[src/design/gpc_pkg.sv]
// Shared types, constants and codes of the genotype and popcount counter.
package gpc_pkg;

    localparam int DEF_MAX_WORDS = 1024;
    localparam int GENOTYPES     = 3;
    localparam int WORD_W        = 64;
    localparam int GENO_W        = 2;
    localparam int ROW_W         = 12;
    localparam int WIDX_W        = 10;
    localparam int CNT_W         = 17;
    localparam int PC_W          = 7;
    localparam int CFG_W         = 11;
    localparam int CFG_IDX_W     = 1;
    localparam int S_TDATA_W     = 88;
    localparam int S_TUSER_W     = 2;
    localparam int M_TDATA_W     = 64;

    localparam logic [CNT_W-1:0]  ACC_MAX       = '1;
    localparam logic [GENO_W-1:0] GENO_COUNT    = GENO_W'(GENOTYPES);

    typedef enum logic {
        OP_LOAD   = 1'b0,
        OP_STREAM = 1'b1
    } op_t;

    typedef enum logic [CFG_IDX_W-1:0] {
        REG_CASE_COUNT    = 1'b0,
        REG_CONTROL_COUNT = 1'b1
    } cfg_reg_t;

    typedef enum logic {
        CLASS_CASE    = 1'b0,
        CLASS_CONTROL = 1'b1
    } class_t;

    // streamed word on its way to the accumulators
    typedef struct packed {
        logic             valid;
        logic             sample_class;
        logic [ROW_W-1:0] row;
        logic             last;
        logic             hit;
    } stream_info_t;

    // status handed back from the accumulator stage
    typedef struct packed {
        logic adv;
        logic emit;
        logic acc_zero;
    } acc_status_t;

endpackage

[src/design/gpc_accum.sv]
// AND and popcount stage, three saturating accumulators and the result register.
module gpc_accum (
    input  logic                                               aclk,
    input  logic                                               aresetn,
    input  gpc_pkg::stream_info_t                              s1_info,
    input  logic [gpc_pkg::WORD_W-1:0]                         s1_data,
    input  logic [gpc_pkg::GENOTYPES-1:0][gpc_pkg::WORD_W-1:0] rd_data,
    input  logic                                               m_tready,
    output logic                                               m_tvalid,
    output logic [gpc_pkg::M_TDATA_W-1:0]                      m_tdata,
    output logic                                               m_tuser,
    output gpc_pkg::acc_status_t                               status
);

    localparam int CW = gpc_pkg::CNT_W;

    function automatic logic [gpc_pkg::PC_W-1:0] ones_in(input logic [gpc_pkg::WORD_W-1:0] v);
        logic [3:0]               byte_cnt;
        logic [gpc_pkg::PC_W-1:0] total;
        total = '0;
        for (int b = 0; b < gpc_pkg::WORD_W / 8; b++) begin
            byte_cnt = '0;
            for (int i = 0; i < 8; i++) begin
                byte_cnt = byte_cnt + 4'(v[b*8+i]);
            end
            total = total + gpc_pkg::PC_W'(byte_cnt);
        end
        return total;
    endfunction

    gpc_pkg::stream_info_t                                s2_info_reg;
    logic [gpc_pkg::GENOTYPES-1:0][gpc_pkg::PC_W-1:0]     pc_reg, pc_next;
    logic [gpc_pkg::GENOTYPES-1:0][CW-1:0]                acc_reg, acc_next, sum;
    logic [gpc_pkg::GENOTYPES-1:0][CW-1:0]                out_cnt_reg;
    logic                                                 out_valid_reg;
    logic                                                 out_class_reg;
    logic [gpc_pkg::ROW_W-1:0]                            out_row_reg;
    logic                                                 adv;
    logic                                                 emit;

    assign adv  = !out_valid_reg || m_tready;
    assign emit = s2_info_reg.valid && s2_info_reg.last;

    always_comb begin
        for (int g = 0; g < gpc_pkg::GENOTYPES; g++) begin
            pc_next[g] = s1_info.hit ? ones_in(s1_data & rd_data[g]) : '0;
        end
    end

    // saturating add; a finished row clears its accumulator
    always_comb begin
        logic [CW:0] wide;
        for (int g = 0; g < gpc_pkg::GENOTYPES; g++) begin
            wide   = {1'b0, acc_reg[g]} + (CW+1)'(pc_reg[g]);
            sum[g] = wide[CW] ? gpc_pkg::ACC_MAX : wide[CW-1:0];
            if (!s2_info_reg.valid) begin
                acc_next[g] = acc_reg[g];
            end else if (s2_info_reg.last) begin
                acc_next[g] = '0;
            end else begin
                acc_next[g] = sum[g];
            end
        end
    end

    always_ff @(posedge aclk) begin
        if (!aresetn) begin
            s2_info_reg.valid <= 1'b0;
            acc_reg           <= '0;
            out_valid_reg     <= 1'b0;
        end else if (adv) begin
            s2_info_reg   <= s1_info;
            acc_reg       <= acc_next;
            out_valid_reg <= emit;
        end
    end

    always_ff @(posedge aclk) begin
        if (adv) begin
            pc_reg <= pc_next;
            if (emit) begin
                out_class_reg <= s2_info_reg.sample_class;
                out_row_reg   <= s2_info_reg.row;
                out_cnt_reg   <= sum;
            end
        end
    end

    assign m_tvalid = out_valid_reg;
    assign m_tuser  = out_class_reg;
    assign m_tdata  = gpc_pkg::M_TDATA_W'({out_cnt_reg[2], out_cnt_reg[1], out_cnt_reg[0],
                                           out_row_reg});

    assign status.adv      = adv;
    assign status.emit     = emit;
    assign status.acc_zero = (acc_reg == '0);

endmodule

[config.mk]
export PLATFORM = sky130hd
export DESIGN_NAME = gpc_accum
export DESIGN_NICKNAME = d
export VERILOG_FILES = /design/src/design/gpc_pkg.sv /design/src/design/gpc_accum.sv
export SDC_FILE = /design/constraint.sdc
export NUM_CORES = 1
export LEC_CHECK = 0
export BUFFER_PORTS_ARGS = -buffer_cell sky130_fd_sc_hd__buf_2
export CAP_MARGIN = 20
export CELL_PAD_IN_SITES_DETAIL_PLACEMENT = 1
export CELL_PAD_IN_SITES_GLOBAL_PLACEMENT = 1
export CORE_AREA = 5 5 181 183
export DETAILED_ROUTE_END_ITERATION = 8
export DIE_AREA = 0 0 186 188
export PLACE_DENSITY = 0.86
export SLEW_MARGIN = 20
export SYNTH_ARGS = -nofsm -noshare
export SYNTH_HDL_FRONTEND = slang
export SYNTH_SLANG_ARGS = --single-unit
export TNS_END_PERCENT = 30
[constraint.sdc]
create_clock -name aclk -period 9.25 [get_ports aclk]
set_input_delay 1.3875 -clock aclk [delete_from_list [all_inputs] [get_ports aclk]]
set_output_delay 1.3875 -clock aclk [all_outputs]
set_load 0.01 [all_outputs]
Yosys cells after proc, flatten, opt, wreduce, memory -nomap -nowiden --
Index checks and enable logic that the tools add are counted. W data, S select, Z words.
Operators by class: add/sub/neg operators 192, reductions and logical operators 7, bitwise operators 3, muxes and demuxes 6
Operators with widths (count):
- $add A4 B1 Y4 | 96
- $and A64 B64 Y64 | 3
- $mux W17 | 6
- $add A3 B1 Y4 | 24
- $add A7 B4 Y7 | 12
- $add A2 B1 Y3 | 24
- $add A17 B7 Y18 | 3
- $logic_not A51 Y1 | 1
- $add A1 B1 Y2 | 24
- $add A6 B4 Y7 | 3
- $add A5 B4 Y6 | 3
- $add A4 B4 Y5 | 3
- $reduce_and A2 Y1 | 3
- $logic_and A1 B1 Y1 | 1
- $logic_not A1 Y1 | 1
- $logic_or A1 B1 Y1 | 1
Storage, ports and cells: bits in registers 152, word-level logic and storage cells 224

Depth between registers and ports, before layout --
Gate-level depths: netlist (run 1).
depth after elaboration 15, depth in mapped cells 21, depth with buffers taken out 21

Least setup slack after synthesis (run 1) --
OpenSTA, ideal clock, no wires.
path kind input -> register, start in rd_data[32] (netlist name), end reg pc_reg[6] (netlist name) (data pin), slack 2.020 ns, data arrival time 6.976 ns, stages on the path 18, data required time 8.996 ns, buffers on the path 0, cells stage by stage and2_1 fa_1 fa_1 inv_1 fa_1 fa_1 fa_1 fa_1 fa_1 fa_1 inv_1 ha_1 fa_1 a21o_1 a21oi_1 nor2b_1 o21a_1 o21a_1
On the way: longest elaborated chain between the ends 12
Ends and longest elaborated chain:
- start, declared | RTL line gpc_accum.sv:7 | input logic [gpc_pkg::GENOTYPES-1:0][gpc_pkg::WORD_W-1:0] rd_data,
- $and A64 B64 Y64 | RTL line gpc_accum.sv:46 | pc_next[g] = s1_info.hit ? ones_in(s1_data & rd_data[g]) : '0;
- $add A1 B1 Y2 | RTL line gpc_accum.sv:24 | byte_cnt = byte_cnt + 4'(v[b*8+i]);
- $add A2 B1 Y3 | RTL line gpc_accum.sv:24
- $add A3 B1 Y4 | RTL line gpc_accum.sv:24
- $add A4 B1 Y4 (4 in a row) | RTL line gpc_accum.sv:24
- $add A7 B4 Y7 (4 in a row) | RTL line gpc_accum.sv:26 | total = total + gpc_pkg::PC_W'(byte_cnt);
- end signal, assigned | RTL line gpc_accum.sv:80 | pc_reg <= pc_next;
- end, declared | RTL line gpc_accum.sv:32 | logic [gpc_pkg::GENOTYPES-1:0][gpc_pkg::PC_W-1:0] pc_reg, pc_next;
Every way passes these cells. A chain may end at the register's enable or synchronous reset.

Worst setup path in the final report (run 1) --
start in s1_data[63] (netlist name), end reg pc_reg[20] (netlist name) (data pin)
On the way: longest elaborated chain between the ends 3
Ends and longest elaborated chain:
- start, declared | RTL line gpc_accum.sv:6 | input logic [gpc_pkg::WORD_W-1:0] s1_data,
- $and A64 B64 Y64 | RTL line gpc_accum.sv:46
- $add A4 B1 Y4 | RTL line gpc_accum.sv:24
- $add A7 B4 Y7 | RTL line gpc_accum.sv:26
Every way passes these cells.

==> out/results.txt, run 1 <==
die width = 186 microns
status = finished clean
Final setup viols = 0
Layout Cells excl Fill = 1954
dominant cells by area after synthesis = fa_1, edfxtp_1, dfxtp_1, ha_1, and2_1
leakage dissipation = 7.116 nW
Clock power frac = 11.4%
top-area cell type share of the netlist area = 25.89%
adder-cell share of the synthesized area = 32.37%
fin crit share = 77.10%
hold crit path type = flop to flop
nets = 2042
switching pwr = 0.002465 W
Final min period = 7.132 ns
main combinational cell family by area after synthesis = adder cells
worst r2r src = m_tvalid
fraction of final layout cells sized beyond drive strength 1 = 25.95%
drt total wl = 44.44 mm
post-placement setup slack = 1.635 ns
GRT Total Usage = 25.61%
H-tree depth = 4
Fmax = 140.2 MHz
post-synthesis compound-gate area fraction = 11.47%
CTS buffer count = 17
Clock Tree Root = clkbuf_16
grt ovf = 0
Synth Area in Simple Gates = 16.69%
num rows = 65
CTS tree = built
via-per-instance ratio = 5.321
Mapped Cells = 1204
Slew Limit Fails = 0
Int Pwr = 0.003172 W
routed length per instance = 22.74 microns
Arr. time, crit path = 7.33 ns
critical path type = input pin to flop
DRT iter0 DRCs = 577
post-synthesis mux area share = 0.8533%
Flop pwr share = 16.7%
DP Cell Count = 1919
Pwr Density = 366.2 nW/um^2
Synth cell types = 69
Core ar. = 31070 sq um
Max VDD drop = 0.0003898 V
RSZ-0062 raised after global routing = no
Synth Warn # = 0
vias in the first global route = 11690
Clock Latency Late Sink = 0.44 ns
hold_sp = s2_info_reg[6]
EDFF count, synth = 99
Switching Share = 43.73%
# clock sinks = 152
Worst Setup SP = s1_data[63]
Setup Fix Bufs, Post-CTS = 0
area growth from synthesis to layout = 20.65%
RePlAce Congestion = 0.9584
Layout fillers = 3529
register area share after synthesis = 31.62%
Async S/R FF share, synth = 0%
synthesized cell area = 12760 sq um
clk_skew = 0.01439 ns
Reg clk slew, reported paths = 0.07 ns
Die H = 188 microns
hold_buf cts = 0
dominant synthesized flop cell = edfxtp_1
first-pass GRT wire length = 67.28 mm
max cap viols = 0
Yosys reg bits = 152
antenna violations before repair = 8
XOR/XNOR Fraction of Synth Area = 1.510%
Avg Inst Size Synth = 10.60 sq um
drt drc = 0
via count = 10400
First-pass DRT Iterations = 5
most common cell after layout, fill and taps aside = buf_2
endpoints failing hold = 0
Logic pwr share = 71.9%
worst-margin pin slew = 0.9246 ns
die area = 34970 sq um
Max-slew headroom = 38.21%
post-synthesis net count = 1710
required time worst endpoint = 9.45 ns
Ports = 344
smallest setup slack after layout = 2.118 ns
initial core utilization = 41.06%
PortBufs = 342
crit-path max FO = 3
Crit. End Element = flop
setup_tns = 0 ns
Startpoint Class = input pin
pin count of the biggest net entering global routing = 65
commonest cells after routing, fill and taps aside = buf_2, fa_1, nand2_1, inv_1, and2_1
worst hold slack = 0.4224 ns
Post-DP HPWL = 38.52 mm
Detail Route Antenna Nets = 0
clock tree buffer depth = 2
PostCTS Resize Cnt = 0
area leader, netlist = fa_1
## path summary, 6_finish.rpt
path	endpoint	slack, ns	depth (start not counted)
max	pc_reg[20]	2.12	19
min	out_row_reg[4]	0.42	0
max reg2reg	acc_reg[23]	6.13	6
min reg2reg	out_row_reg[4]	0.42	0
## power groups by stage
stage	Clock, W	Sequential (W)	Combinational, W
CTS	0.000653	0.000943	0.00413
floorplan	0	0.000954	0.00309
finish	0.000644	0.000942	0.00405
global route	0.000683	0.000947	0.00466
global placement	0	0.000953	0.00379
detailed placement	0	0.000957	0.00411
## per-layer routing
metal,track usage (%),vias to the layer above,share of wire (%)
met4,12.44,6,5.3
met5,0,-,0.083
li1,-,4781,-
met1,28.78,5145,36
met2,46.35,375,53
met3,4.462,91,5.8
## logic make-up after synthesis
family,after synthesis
compound gates,203
xor+xnor,22
fa+ha+maj,231
buf+inv,175
flops,152
mux,10
other cells,1
simple gates,410
## final cells by class
type                    instances  area [sq um]  area share [%]
multi-input cells             877          8036           52.22
flip-flops and latches        152          4034           26.21
repair buffers                345          1734           11.27
inverters                     143         536.8           3.488
well taps                     402         503.0           3.268
clock buffers                  17         425.4           2.764
clock inverters                15         113.9          0.7398
diodes                          3         7.507         0.04878
## synthesized netlist by cell type (3+ instances only)
| cell | count |
|---|---|
| nor2b_1 | 10 |
| inv_1 | 142 |
| buf_2 | 9 |
| a21oi_1 | 50 |
| nor3_1 | 21 |
| mux2i_1 | 3 |
| and2_1 | 109 |
| mux2_2 | 7 |
| nand3_1 | 18 |
| clkbuf_1 | 15 |
| o311ai_0 | 3 |
| a21o_1 | 15 |
| buf_4 | 5 |
| o21bai_1 | 3 |
| nor4_1 | 16 |
| o211a_1 | 3 |
| and3_1 | 14 |
| o311a_1 | 3 |
| nand4_1 | 7 |
| ha_1 | 66 |
| and4_1 | 13 |
| a41o_1 | 3 |
| xnor2_1 | 12 |
| a311oi_1 | 6 |
| nand2_1 | 156 |
| or3_1 | 3 |
| o21a_1 | 18 |
| edfxtp_1 | 99 |
| a211oi_1 | 14 |
| nor2_1 | 26 |
| o211ai_1 | 7 |
| xor2_1 | 10 |
| a31oi_1 | 17 |
| fa_1 | 165 |
| o21ai_0 | 20 |
| dfxtp_1 | 53 |
| nand2b_1 | 6 |
| a22o_1 | 18 |
## worst max-delay path: stages
cell and delay (ns):
buf_2 0.11, and2_1 0.18, fa_1 0.53, fa_1 0.56, inv_1 0.08, fa_1 0.46
fa_1 0.58, fa_1 0.45, fa_1 0.56, fa_1 0.43, fa_1 0.49, inv_1 0.04
ha_1 0.21, fa_1 0.45, a21o_1 0.19, a21oi_1 0.18, nor2b_1 0.09, o21a_1 0.17
o21a_1 0.16
## per-stage QoR
| stage | power (W) | util (%) | area (sq um) |
|---|---|---|---|
| after floorplan | 0.004043 | - | 12760 |
| after global placement | 0.004748 | 47.77 | 14840 |
| after detailed placement | 0.005062 | 47.78 | 14840 |
| after CTS | 0.005726 | 49.52 | 15380 |
| after global routing | 0.006289 | 49.52 | 15390 |
| final | 0.005637 | 49.54 | 15390 |
Power figures use the tool's default switching activity.
==> run 2: changes to the inputs <==
--- a/config.mk
+++ b/config.mk
@@ -9,10 +9,10 @@
 export CAP_MARGIN = 20
 export CELL_PAD_IN_SITES_DETAIL_PLACEMENT = 1
 export CELL_PAD_IN_SITES_GLOBAL_PLACEMENT = 1
-export CORE_AREA = 5 5 181 183
+export CORE_AREA = 5 5 190 192
 export DETAILED_ROUTE_END_ITERATION = 8
-export DIE_AREA = 0 0 186 188
-export PLACE_DENSITY = 0.86
+export DIE_AREA = 0 0 195 197
+export PLACE_DENSITY = 0.82
 export SLEW_MARGIN = 20
 export SYNTH_ARGS = -nofsm -noshare
 export SYNTH_HDL_FRONTEND = slang
==> constraint.sdc (replaced) <==
create_clock -name aclk -period 6 [get_ports aclk]
set_input_delay 0.9 -clock aclk [delete_from_list [all_inputs] [get_ports aclk]]
set_output_delay 0.9 -clock aclk [all_outputs]
set_load 0.01 [all_outputs]
==> out/results.txt, run 2 (synthesis gave the netlist of run 1 again) <==
status = complete, but fails checks (was finished clean)
violated checks = negative setup slack
fin crit share = 106.0%
PortBufs = 342 (unchanged)
CTS tree = built (unchanged)
Max VDD drop = 0.0006240 V (was 0.0003898 V)
die width = 195 microns (was 186 microns)
Clock power frac = 9.8% (was 11.4%)
Switching Share = 41.00% (was 43.73%)
antenna violations before repair = 10 (was 8)
crit-path max FO = 2 (was 3)
Final min period = 6.361 ns
first-pass GRT wire length = 68.28 mm (was 67.28 mm)
max cap viols = 0 (unchanged)
nets = 2090 (was 2042)
worst-margin pin slew = 0.9081 ns (was 0.9246 ns)
Final setup viols = 15 (was 0)
First-pass DRT Iterations = 5 (unchanged)
Max-slew headroom = 39.40% (was 38.21%)
Arr. time, crit path = 6.56 ns (was 7.33 ns)
Crit. End Element = flop (unchanged)
drt drc = 0 (unchanged)
Startpoint Class = input pin (unchanged)
Fmax = 157.2 MHz
H-tree depth = 4 (unchanged)
Reg clk slew, reported paths = 0.07 ns (about the same)
Total Power = 0.01039 W (was 0.005637 W)
worst hold slack = 0.4269 ns (was 0.4224 ns)
Core ar. = 34200 sq um (was 31070 sq um)
hold crit path type = flop to flop (unchanged)
Slew Limit Fails = 0 (unchanged)
initial core utilization = 37.30% (was 41.06%)
Layout Cells excl Fill = 2057 (was 1954)
Ports = 344 (unchanged)
Clock Latency Late Sink = 0.44 ns (about the same)
endpoints failing hold = 0 (unchanged)
GRT Total Usage = 23.39% (was 25.61%)
Die H = 197 microns (was 188 microns)
commonest cells after routing, fill and taps aside = buf_2, nand2_1, fa_1, inv_1, edfxtp_1 (was buf_2, fa_1, nand2_1, inv_1, and2_1)
Clock Tree Root = clkbuf_16 (unchanged)
critical path type = input pin to flop (unchanged)
fraction of final layout cells sized beyond drive strength 1 = 32.44% (was 25.95%)
# clock sinks = 152 (unchanged)
routed length per instance = 22.03 microns (was 22.74 microns)
Post-DP HPWL = 39.39 mm (was 38.52 mm)
drt total wl = 45.32 mm (was 44.44 mm)
RePlAce Congestion = 0.9648 (was 0.9584)
die area = 38420 sq um (was 34970 sq um)
vias in the first global route = 11670 (was 11690)
area growth from synthesis to layout = 26.29% (was 20.65%)
grt ovf = 0 (unchanged)
pin count of the biggest net entering global routing = 38 (was 65)
leakage dissipation = 7.417 nW (was 7.116 nW)
CTS buffer count = 17 (unchanged)
required time worst endpoint = 6.20 ns (was 9.45 ns)
Detail Route Antenna Nets = 0 (unchanged)
Pwr Density = 645.2 nW/um^2 (was 366.2 nW/um^2)
num rows = 68 (was 65)
Int Pwr = 0.006133 W (was 0.003172 W)
hold_buf cts = 0 (unchanged)
via-per-instance ratio = 5.140 (was 5.321)
most common cell after layout, fill and taps aside = buf_2 (unchanged)
clock tree buffer depth = 2 (unchanged)
via count = 10570 (was 10400)
Flop pwr share = 14.0% (was 16.7%)
DP Cell Count = 2016 (was 1919)
Logic pwr share = 76.2% (was 71.9%)
clk_skew = 0.009424 ns (was 0.01439 ns)
smallest setup slack after layout = -0.3611 ns (was 2.118 ns)
post-placement setup slack = -0.9759 ns (was 1.635 ns)
RSZ-0062 raised after global routing = yes (was no)
switching pwr = 0.004261 W (was 0.002465 W)
DRT iter0 DRCs = 474 (was 577)
## run 2: critical path, cell delays in order
cell     delay (ns)
buf_6          0.10
buf_6          0.11
and2_4         0.13
fa_1           0.47
fa_2           0.59
inv_2          0.04
fa_1           0.45
fa_1           0.53
fa_1           0.45
fa_1           0.57
fa_1           0.43
fa_1           0.51
inv_2          0.05
ha_4           0.16
fa_2           0.38
a21o_1         0.19
a21oi_2        0.13
nor2b_1        0.06
o21a_1         0.16
o21a_1         0.16
## run 2: worst paths after layout
kind / slack [ns] / to / cells past startpoint / start
setup reg to reg: 3.29 / m_tdata[42] / 5 / m_tvalid
setup / recovery: -0.36 / pc_reg[6] / 20 / s1_data[61]
hold / removal: 0.43 / out_row_reg[4] / 0 / s2_info_reg[6]
hold reg to reg: 0.43 / out_row_reg[4] / 0 / s2_info_reg[6]
## run 2: power by group through the flow
stage	Clock, W	Sequential, W	Combinational [W]
after floorplan	0	0.00147	0.00488
after global placement	0	0.00147	0.00711
after detailed placement	0	0.00147	0.00756
after CTS	0.00105	0.00145	0.00786
after global routing	0.00110	0.00146	0.00902
final	0.00102	0.00145	0.00792
## run 2: final cells by class
type	instances	area, sq um
inverters	143	536.8
fillers	3955	18090
flip-flops and latches	152	4034
diodes	5	12.51
well taps	455	569.3
clock buffers	17	425.4
clock inverters	15	133.9
multi-input cells	877	8214
repair buffers	393	2185
## run 2: routing by layer
metal	vias to the layer above	wire length (microns)	GRT usage [%]
met5	-	57	0
li1	4881	-	-
met1	5291	16900	26.22
met4	8	1144	6.413
met2	339	24820	45.04
met3	55	2388	4.650
## run 2: through the flow
step | instance area (sq um) | TNS [ns] | utilization [%]
after global placement | 15290 | -10.85 | 44.70
after CTS | 15990 | -2.584 | 46.76
after detailed placement | 15290 | -12.36 | 44.70
after floorplan | 12800 | -4.098 | -
after global routing | 16100 | -4.500 | 47.07
final | 16110 | -2.451 | 47.10
## run 2: what timing repair did
action                                  CTS  global route
gates resized for setup                  42            34
buffers inserted                          3             2
pin swaps                                22            31
endpoints found under the setup margin   15            17
==> run 3: changes to the inputs <==
--- a/config.mk
+++ b/config.mk
@@ -9,9 +9,9 @@
 export CAP_MARGIN = 20
 export CELL_PAD_IN_SITES_DETAIL_PLACEMENT = 1
 export CELL_PAD_IN_SITES_GLOBAL_PLACEMENT = 1
-export CORE_AREA = 5 5 190 192
+export CORE_AREA = 5 5 225 162
 export DETAILED_ROUTE_END_ITERATION = 8
-export DIE_AREA = 0 0 195 197
+export DIE_AREA = 0 0 230 167
 export PLACE_DENSITY = 0.82
 export SLEW_MARGIN = 20
 export SYNTH_ARGS = -nofsm -noshare
==> out/results.txt, run 3 (synthesis gave the netlist of run 1 again) <==
status = complete, but fails checks (unchanged)
violated checks = negative setup slack (unchanged)
worst-margin pin slew = 1.050 ns (was 0.9081 ns)
clock tree buffer depth = 2 (unchanged)
Fmax = 154.9 MHz (was 157.2 MHz)
vias in the first global route = 12220 (was 11670)
Pwr Density = 677.3 nW/um^2 (was 645.2 nW/um^2)
initial core utilization = 37.42% (was 37.30%)
die width = 230 microns (was 195 microns)
nets = 2099 (was 2090)
clk_skew = 0.01313 ns (was 0.009424 ns)
Core ar. = 34090 sq um (was 34200 sq um)
drt total wl = 48.93 mm (was 45.32 mm)
RePlAce Congestion = 0.9583 (was 0.9648)
Die H = 167 microns (was 197 microns)
Max-slew headroom = 29.95% (was 39.40%)
fraction of final layout cells sized beyond drive strength 1 = 32.69% (was 32.44%)
Slew Limit Fails = 0 (unchanged)
smallest setup slack after layout = -0.4575 ns (was -0.3611 ns)
Reg clk slew, reported paths = 0.06 ns (was 0.07 ns)
Clock Tree Root = clkbuf_16 (unchanged)
First-pass DRT Iterations = 4 (was 5)
met3 wire len = 2.669 mm (was 2.388 mm)
crit-path max FO = 2 (unchanged)
GRT Total Usage = 25.12% (was 23.39%)
cells on worst reg2reg path = 6 (was 5)
M1 wire length = 21.03 mm (was 16.90 mm)
# clock sinks = 152 (unchanged)
num rows = 57 (was 68)
die area = 38410 sq um (was 38420 sq um)
routed length per instance = 23.83 microns (was 22.03 microns)
endpoints failing hold = 0 (unchanged)
fin util = 47.49% (was 47.10%)
required time worst endpoint = 6.19 ns (was 6.20 ns)
drt drc = 0 (unchanged)
pin count of the biggest net entering global routing = 38 (unchanged)
area growth from synthesis to layout = 26.91% (was 26.29%)
PortBufs = 342 (unchanged)
Max VDD drop = 0.0008253 V (was 0.0006240 V)
hold_buf cts = 0 (unchanged)
top sig layer = met5 (unchanged)
Final setup viols = 16 (was 15)
CTS buffer count = 17 (unchanged)
Detail Route Antenna Nets = 0 (unchanged)
Crit. End Element = flop (unchanged)
DRT iter0 DRCs = 746 (was 474)
max cap viols = 0 (unchanged)
hold crit path type = flop to flop (unchanged)
Hold Path Cell Cnt = 0 (unchanged)
RSZ-0062 raised after global routing = yes (unchanged)
Post-DP HPWL = 40.93 mm (was 39.39 mm)
CTS tree = built (unchanged)
antenna violations before repair = 5 (was 10)
Final min period = 6.457 ns (was 6.361 ns)
Arr. time, crit path = 6.65 ns (was 6.56 ns)
Total Power = 0.01097 W (was 0.01039 W)
Ports = 344 (unchanged)
WL met2 = 24.28 mm (was 24.82 mm)
most common cell after layout, fill and taps aside = buf_2 (unchanged)
grt ovf = 0 (unchanged)
Clock Latency Late Sink = 0.43 ns (was 0.44 ns)
first-pass GRT wire length = 73.42 mm (was 68.28 mm)
leakage dissipation = 7.485 nW (was 7.417 nW)
via-per-instance ratio = 5.350 (was 5.140)
commonest cells after routing, fill and taps aside = buf_2, nand2_1, fa_1, inv_1, edfxtp_1 (unchanged)
critical path type = input pin to flop (unchanged)
via count = 10980 (was 10570)
Startpoint Class = input pin (unchanged)
fin crit share = 107.6% (was 106.0%)
H-tree depth = 4 (unchanged)
==> run 3: cell types whose count changed in the layout (fill, tap and decap cells not counted), sizes merged <==
cell,delta
buf,+9
inv,-7
clkbuf,+4
bufinv,+2
clkinv,+2
clkinvlp,-1
==> run 3: routing by layer <==
layer	vias to the layer above	GRT usage [%]
met5	-	0
met4	2	5.792
met3	47	3.472
met2	333	42.94
met1	5704	34.21
li1	4897	-
==> run 3: report_power, final <==
part / total, W / switching (W) / internal [W]
clock: 0.00108 / 0.000444 / 0.000635
sequential: 0.00145 / 0.0000420 / 0.00141
combinational: 0.00844 / 0.00407 / 0.00437
==> run 3: layout make-up <==
class | instances | area [sq um]
clock inverter | 11 | 122.6
timing repair buffer | 402 | 2256
antenna | 5 | 12.51
clock buffer | 21 | 460.4
tap | 442 | 553.0
fill | 3878 | 17900
multi-input combinational | 877 | 8215
sequential | 152 | 4034
inverter | 143 | 536.8
==> run 3: repair_timing <==
| action | CTS | global route |
|---|---|---|
| gates resized for setup | 50 | 27 |
| hold endpoints to repair | 0 | 0 |
| buffers inserted | 4 | 4 |
| endpoints found under the setup margin | 17 | 18 |
| pin swaps | 46 | 37 |
==> run 3: per-stage QoR <==
step / TNS, ns / instance area, sq um / cells / hold WS [ns] / setup WS (ns)
after floorplan: -4.098 / 12800 / 1204 / 0.4003 / -0.5596
after global placement: -11.70 / 15320 / 2009 / 0.4005 / -0.8980
after detailed placement: -13.95 / 15320 / 2009 / 0.4057 / -1.018
after CTS: -3.988 / 16080 / 2044 / 0.4141 / -0.4860
after global routing: -6.069 / 16190 / 2052 / 0.4243 / -0.5563
final: -4.438 / 16190 / 2053 / 0.4136 / -0.4575
==> run 3: worst max-delay path, stage by stage <==
cell and delay, ns:
buf_6 0.09, and2_4 0.15, fa_2 0.61, fa_1 0.44, inv_2 0.08, fa_1 0.45, fa_1 0.59, fa_1 0.45
fa_1 0.57, fa_1 0.46, fa_1 0.53, inv_2 0.05, ha_4 0.16, fa_2 0.39, a21o_1 0.17, a21oi_2 0.14
nor2b_1 0.07, o21a_1 0.16, o21a_1 0.16
==> run 3: worst paths after layout <==
kind / from / to / slack [ns]
setup / recovery: rd_data[177] / pc_reg[20] / -0.46
hold / removal: s2_info_reg[6] / out_row_reg[4] / 0.41
setup reg to reg: m_tvalid / acc_reg[23] / 3.03
hold reg to reg: s2_info_reg[6] / out_row_reg[4] / 0.41
